$ cat src/rtl/sus_pkg.sv
package sus_pkg;

  // Storage depth and key width
  localparam int unsigned CAPACITY    = 16;
  localparam int unsigned VALUE_WIDTH = 32;

  // Fixed field widths of the request and result transfers
  localparam int unsigned REQ_VALUE_W = 32;
  localparam int unsigned COUNT_W     = 5;

  // Internal occupancy counter, wide enough to hold CAPACITY itself
  localparam int unsigned CNT_W = $clog2(CAPACITY + 1);

  // Operation codes
  localparam logic OP_INSERT = 1'b0;
  localparam logic OP_REMOVE = 1'b1;

  typedef struct packed {
    logic                          operation;
    logic signed [REQ_VALUE_W-1:0] value;
  } req_t;

  typedef struct packed {
    logic               success;
    logic               full_reject;
    logic [COUNT_W-1:0] count;
  } rsp_t;

  // Per-cycle control broadcast to every cell
  typedef struct packed {
    logic cmp_en;  // latch compare flags against the incoming key
    logic ins_en;  // shift up and drop the key in at its sorted slot
    logic rem_en;  // shift down over the matching slot
  } cell_ctl_t;

endpackage

$ cat src/rtl/sus_cell.sv
module sus_cell (
  input  logic                                  clk_i,
  input  logic                                  rst_ni,
  input  sus_pkg::cell_ctl_t                    ctl_i,
  input  logic signed [sus_pkg::VALUE_WIDTH-1:0] cmp_key_i,
  input  logic signed [sus_pkg::VALUE_WIDTH-1:0] key_i,
  input  logic                                  occupied_i,
  input  logic                                  left_below_i,
  input  logic signed [sus_pkg::VALUE_WIDTH-1:0] left_value_i,
  input  logic signed [sus_pkg::VALUE_WIDTH-1:0] right_value_i,
  output logic signed [sus_pkg::VALUE_WIDTH-1:0] value_o,
  output logic                                  below_o,
  output logic                                  equal_o
);

  logic signed [sus_pkg::VALUE_WIDTH-1:0] value_q, value_d;
  logic below_q, equal_q;

  // Flags: this slot holds a stored value that is below / equal to the key
  always_ff @(posedge clk_i or negedge rst_ni) begin
    if (!rst_ni) begin
      below_q <= 1'b0;
      equal_q <= 1'b0;
    end else if (ctl_i.cmp_en) begin
      below_q <= occupied_i && (value_q < cmp_key_i);
      equal_q <= occupied_i && (value_q == cmp_key_i);
    end
  end

  // Slots below the key keep their value; the first one at or above the key
  // takes the key on insert, the rest take from the left (insert) or right (remove).
  always_comb begin
    value_d = value_q;
    if (ctl_i.ins_en && !below_q) begin
      value_d = left_below_i ? key_i : left_value_i;
    end else if (ctl_i.rem_en && !below_q) begin
      value_d = right_value_i;
    end
  end

  always_ff @(posedge clk_i) begin
    value_q <= value_d;
  end

  assign value_o = value_q;
  assign below_o = below_q;
  assign equal_o = equal_q;

endmodule

$ cat src/rtl/sorted_unique_set_core.sv
// Channel   Ports                    Direction  Transfer when
// request   start_i, req_i, busy_o   in         start_i high and busy_o low
// result    done_o, rsp_o            out        every cycle done_o is high
//
// Each request has a compare step and a shift step: on the accepting edge every
// cell compares its stored value with the key and latches below/equal flags;
// on the next edge the chain shifts by one slot and the result is registered.
// done_o shows the result in the cycle after that, while the next request may
// be taken. busy_o is high for the one compare-to-shift cycle.
// Reset clears the count and control; cell contents are garbage until written.
// The result side cannot stall: done_o marks each result for exactly one cycle.
module sorted_unique_set_core (
  input  logic          clk_i,
  input  logic          rst_ni,
  input  logic          start_i,
  input  sus_pkg::req_t req_i,
  output logic          busy_o,
  output logic          done_o,
  output sus_pkg::rsp_t rsp_o
);

  localparam int unsigned N = sus_pkg::CAPACITY;

  logic                                    busy_q;
  logic                                    op_q;
  logic signed [sus_pkg::VALUE_WIDTH-1:0]   key_q;
  logic signed [sus_pkg::VALUE_WIDTH-1:0]   cmp_key;
  logic [sus_pkg::CNT_W-1:0]               count_q, count_d;
  logic                                    done_q;
  sus_pkg::rsp_t                           rsp_q, rsp_d;
  sus_pkg::cell_ctl_t                      ctl;

  logic                                    accept;
  logic                                    present;
  logic                                    full;

  logic [N-1:0]                            occupied;
  logic [N-1:0]                            below;
  logic [N-1:0]                            equal;
  logic signed [sus_pkg::VALUE_WIDTH-1:0]   cell_value [N];

  assign accept  = start_i && !busy_q;
  // request key cast to VALUE_WIDTH bits (both widths are 32, so it is unchanged)
  assign cmp_key = sus_pkg::VALUE_WIDTH'(req_i.value);

  // Cells at or above the count hold nothing readable
  for (genvar i = 0; i < N; i++) begin : g_occ
    assign occupied[i] = count_q > sus_pkg::CNT_W'(i);
  end

  assign present = |equal;
  assign full    = count_q == sus_pkg::CNT_W'(N);

  always_comb begin
    ctl.cmp_en = accept;
    ctl.ins_en = busy_q && (op_q == sus_pkg::OP_INSERT) && !present && !full;
    ctl.rem_en = busy_q && (op_q == sus_pkg::OP_REMOVE) && present;
  end

  // Chain of compare-and-shift cells. Cell 0 sees a "below" left neighbor so
  // it takes the key when the key is the new minimum; the last cell takes its
  // own value on remove (that slot drops out of the count anyway).
  for (genvar i = 0; i < N; i++) begin : g_cell
    logic                                  left_below;
    logic signed [sus_pkg::VALUE_WIDTH-1:0] left_value;
    logic signed [sus_pkg::VALUE_WIDTH-1:0] right_value;

    if (i == 0) begin : g_first
      assign left_below = 1'b1;
      assign left_value = key_q;
    end else begin : g_mid
      assign left_below = below[i-1];
      assign left_value = cell_value[i-1];
    end

    if (i == N - 1) begin : g_last
      assign right_value = cell_value[i];
    end else begin : g_inner
      assign right_value = cell_value[i+1];
    end

    sus_cell u_cell (
      .clk_i         (clk_i),
      .rst_ni        (rst_ni),
      .ctl_i         (ctl),
      .cmp_key_i     (cmp_key),
      .key_i         (key_q),
      .occupied_i    (occupied[i]),
      .left_below_i  (left_below),
      .left_value_i  (left_value),
      .right_value_i (right_value),
      .value_o       (cell_value[i]),
      .below_o       (below[i]),
      .equal_o       (equal[i])
    );
  end

  always_comb begin
    count_d = count_q;
    if (ctl.ins_en) begin
      count_d = count_q + sus_pkg::CNT_W'(1);
    end else if (ctl.rem_en) begin
      count_d = count_q - sus_pkg::CNT_W'(1);
    end
    rsp_d.success     = ctl.ins_en || ctl.rem_en;
    rsp_d.full_reject = (op_q == sus_pkg::OP_INSERT) && !present && full;
    rsp_d.count       = sus_pkg::COUNT_W'(count_d);
  end

  always_ff @(posedge clk_i or negedge rst_ni) begin
    if (!rst_ni) begin
      busy_q  <= 1'b0;
      done_q  <= 1'b0;
      count_q <= '0;
    end else begin
      busy_q  <= accept;
      done_q  <= busy_q;
      count_q <= count_d;
    end
  end

  // Payload registers
  always_ff @(posedge clk_i) begin
    if (accept) begin
      key_q <= cmp_key;
      op_q  <= req_i.operation;
    end
    if (busy_q) begin
      rsp_q <= rsp_d;
    end
  end

  assign busy_o = busy_q;
  assign done_o = done_q;
  assign rsp_o  = rsp_q;

endmodule

$ cat config.mk
export PLATFORM = sky130hd
export DESIGN_NAME = sorted_unique_set_core
export DESIGN_NICKNAME = d
export VERILOG_FILES = /design/src/rtl/sus_pkg.sv /design/src/rtl/sus_cell.sv /design/src/rtl/sorted_unique_set_core.sv
export SDC_FILE = /design/constraint.sdc
export NUM_CORES = 2
export LEC_CHECK = 0
export ABC_AREA = 1
export BUFFER_PORTS_ARGS = -buffer_cell sky130_fd_sc_hd__buf_4
export CORE_MARGIN = 5
export CORE_UTILIZATION = 55
export DETAILED_ROUTE_END_ITERATION = 10
export GPL_TIMING_DRIVEN = 0
export PLACE_DENSITY = 0.71
export SYNTH_ARGS = -nofsm -noshare
export SYNTH_HDL_FRONTEND = slang
export SYNTH_SLANG_ARGS = --single-unit
$ cat constraint.sdc
create_clock -name clk_i -period 4.6 [get_ports clk_i]
set_clock_uncertainty 0.05 [all_clocks]
set_input_delay 0.92 -clock clk_i [delete_from_list [all_inputs] [get_ports clk_i]]
set_output_delay 0.92 -clock clk_i [all_outputs]
set_load 0.03 [all_outputs]
==> impl_metrics.ini <==
[clock_network]
clock-sinks = 591
cts-buffers-inserted = 71
post_cts_buffers = 0
ctsHtreeMaxLevel = 3
clock-root-buffer = clkbuf_16
insertion_delay_ns = 0.62
cts_resized = 0
cts.reportedPaths.clkPinSlew_ns = 0.06
hold_buffers = 0
cts_tree = yes
cts_buffer_depth = 3

[placement]
post-dp-hpwl_mm = 96.26
io_buffers = 44
dp_cells = 5479
place_ws_ns = 0.9297
place.gp.congestion = 0.9340

[timing]
hold_viol_final = 0
rsz0062_at_grt = false
clock.fmax_ghz = 0.2698
tightest_slew_ns = 1.043
setup_viol = 0
period_needed_ns = 3.706
fin_crit_sh_pct = 80.56
setup_ws_ns = 0.8940
final_max_slew_viol_count = 0
relSlewSlack_pct = 30.06
final.setup.tns_ns = 0

[pwr]
power.leakage_nw = 20.09
pwr-share-comb_pct = 33.5
power.total_mw = 19.84
p_sw_share_pct = 35.45
p_int_mw = 12.81
pwr-share-clk_pct = 30.0
powerDensity_mw_per_mm2 = 428.0
power_frac_seq_pct = 36.6
ir_drop_v = 0.0002743
p_switching_mw = 7.034

[die]
die-area_mm2 = 0.08218
die-width_um = 286.7
rows = 101
core_area_mm2 = 0.07595
start_util_pct = 55.43
die_h_um = 286.7
io_pins = 45

[run]
maxCapViolCount = 0

[finish]
layout_common_cells = nand2_1 (1205), edfxtp_1 (552), ha_1 (517)
fin_cells = 5611
diodes = 0
fin_util_pct = 61.05
nNetsFinal = 5075
area_growth_pct = 10.13
final_common_cell = nand2_1
drive_above_1_share_pct = 10.85

[synth]
synth-compound-area-share_pct = 12.00
synthDistinctLibCells = 39
async_flop_share_pct = 6.599
synth_top_family_by_area = adder cells
synth_edf_count = 552
seq_area_frac_synth_pct = 41.69
synthFlopType = edfxtp_1
yosys.area_share.adder_pct = 15.37
synth.avg_cell_area_um2 = 9.570
synth_simple_gate_area_share_pct = 14.80
yosysWarnings = 0
synth_nets = 4952
synth_xor_xnor_area_share_pct = 0.06241
netlist_area_mm2 = 0.04210
synthCells = 4399
synth-seq-cells = 591
synth.area.mux_share_pct = 10.32

[setup_path]
critPathCaptureType = register
worstPathRequired_ns = 4.78
start_kind = register
crit_arrival_ns = 3.89
worstPathMaxFanout = 32
critPathKind = reg2reg

[route]
drc_errors = 0
vias_per_cell = 5.845
routed_wl_mm = 121.6
drtIter0Drc = 3150
vias = 32799
firstDrtPassIters = 8
avgRoutedWirePerCell_um = 21.68
ant_nets = 0

[hold_path]
hold_path_class = in2async

[global_route]
grt_antenna_before_repair = 1
grt_pass1_wl_mm = 186.0
grt_max_degree = 44
grt_overflow = 0
grt.total_usage_pct = 28.98
grt_pass1_vias = 32367

[run_status]
outcome = finished clean
-- layer usage --
layer | vias up | routed length [µm] | global-route usage (%)
met5 | - | 0 | 0
met4 | 0 | 4500 | 10.36
met3 | 218 | 8628 | 4.496
met2 | 1140 | 54310 | 45.27
met1 | 15688 | 54180 | 41.21
li1 | 15753 | - | -
-- registers in the layout (all words and copies together) (netlist names) --
| signal | count |
|---|---|
| g_cell.u_cell.below_o | 16 |
| op_q | 1 |
| g_cell.left_value | 32 |
| count_q | 5 |
| g_cell.u_cell.value_o | 512 |
| g_cell.u_cell.equal_o | 16 |
| busy_o | 1 |
| done_o | 1 |
| rsp_o | 7 |
-- cells in the mapped netlist, types with 3 or more instances --
library cell,count,area (µm²)
mux2i_1,434,4344
o21ai_1,204,1021
xor2_1,3,26.28
clkbuf_1,101,379.1
edfxtp_1,552,16580
a21o_1,13,97.59
o21a_1,31,232.7
nand3_1,101,505.5
or2_1,13,81.33
dfrtp_1,39,975.9
buf_2,18,90.09
nor2_1,201,754.5
o21ai_2,212,1857
buf_6,90,1013
ha_1,517,6469
nand4_1,41,256.5
a21oi_1,237,1186
a21boi_0,5,37.54
o21ai_0,113,565.5
nand2_1,1205,4523
nor3_1,12,60.06
inv_1,238,893.4
-- power groups by stage --
stage	sequential, mW	combinational, mW	clock [mW]
4_1_cts	7.24	6.55	5.99
3_3_place_gp	7.38	6.26	0
3_5_place_dp	7.35	6.52	0
5_1_grt	7.30	7.29	6.21
2_1_floorplan	7.19	4.88	0
6_report	7.25	6.64	5.94
-- cell type report --
class | instances | area (µm²)
buffer | 212 | 1529
clock buffer | 104 | 2077
clock inverter | 28 | 325.3
fill | 6531 | 29580
inverter | 240 | 900.9
multi-input combinational | 3356 | 22240
sequential | 591 | 17550
tap | 1030 | 1289
timing repair buffer | 50 | 450.4
-- kinds of logic after synthesis --
family | Yosys count
flip-flops | 591
multiplexers | 434
buffers and inverters | 452
AO/OA/AOI/OAI | 822
adder cells (fa/ha/maj) | 517
XOR/XNOR | 3
AND/OR/NAND/NOR | 1580
-- path summary, 6_finish.rpt --
check	depth (start not counted)	to	startpoint	slack [ns]
max in group asynchronous	1	count_q[3]$_DFF_PN0_	rst_ni	3.70
worst min-delay path	1	g_cell[13].u_cell.below_o$_DFFE_PN0P_	rst_ni	0.31
worst min register to register	2	g_cell[8].u_cell.equal_o$_DFFE_PN0P_	g_cell[8].u_cell.equal_o$_DFFE_PN0P_	0.44
worst max-delay path	9	g_cell[6].u_cell.value_o[8]$_DFFE_PP_	count_q[0]$_DFF_PN0_	0.89
worst max register to register	9	g_cell[6].u_cell.value_o[8]$_DFFE_PP_	count_q[0]$_DFF_PN0_	0.89
min in group clk_i	1	g_cell[0].left_value[2]$_DFFE_PP_	req_i[2]	0.44
-- worst max-delay path, cell delays in order, from the launching register on --
cell and delay, ns:
dfrtp_1 0.50, inv_1 0.18, ha_1 0.29, nand3_1 0.18
nand3_2 0.15, buf_6 0.22, nand2_1 0.18, inv_1 0.27
buf_2 0.40, nor2_4 0.85
-- per-stage QoR --
step	hold slack, ns	cell area [µm²]
after floorplan	0.3998	42100
after global placement	0.4180	43720
after detailed placement	0.4189	43960
after CTS	0.2889	46360
after global routing	0.3269	46360
final	0.3073	46360
(Power assumes the default switching activity.)
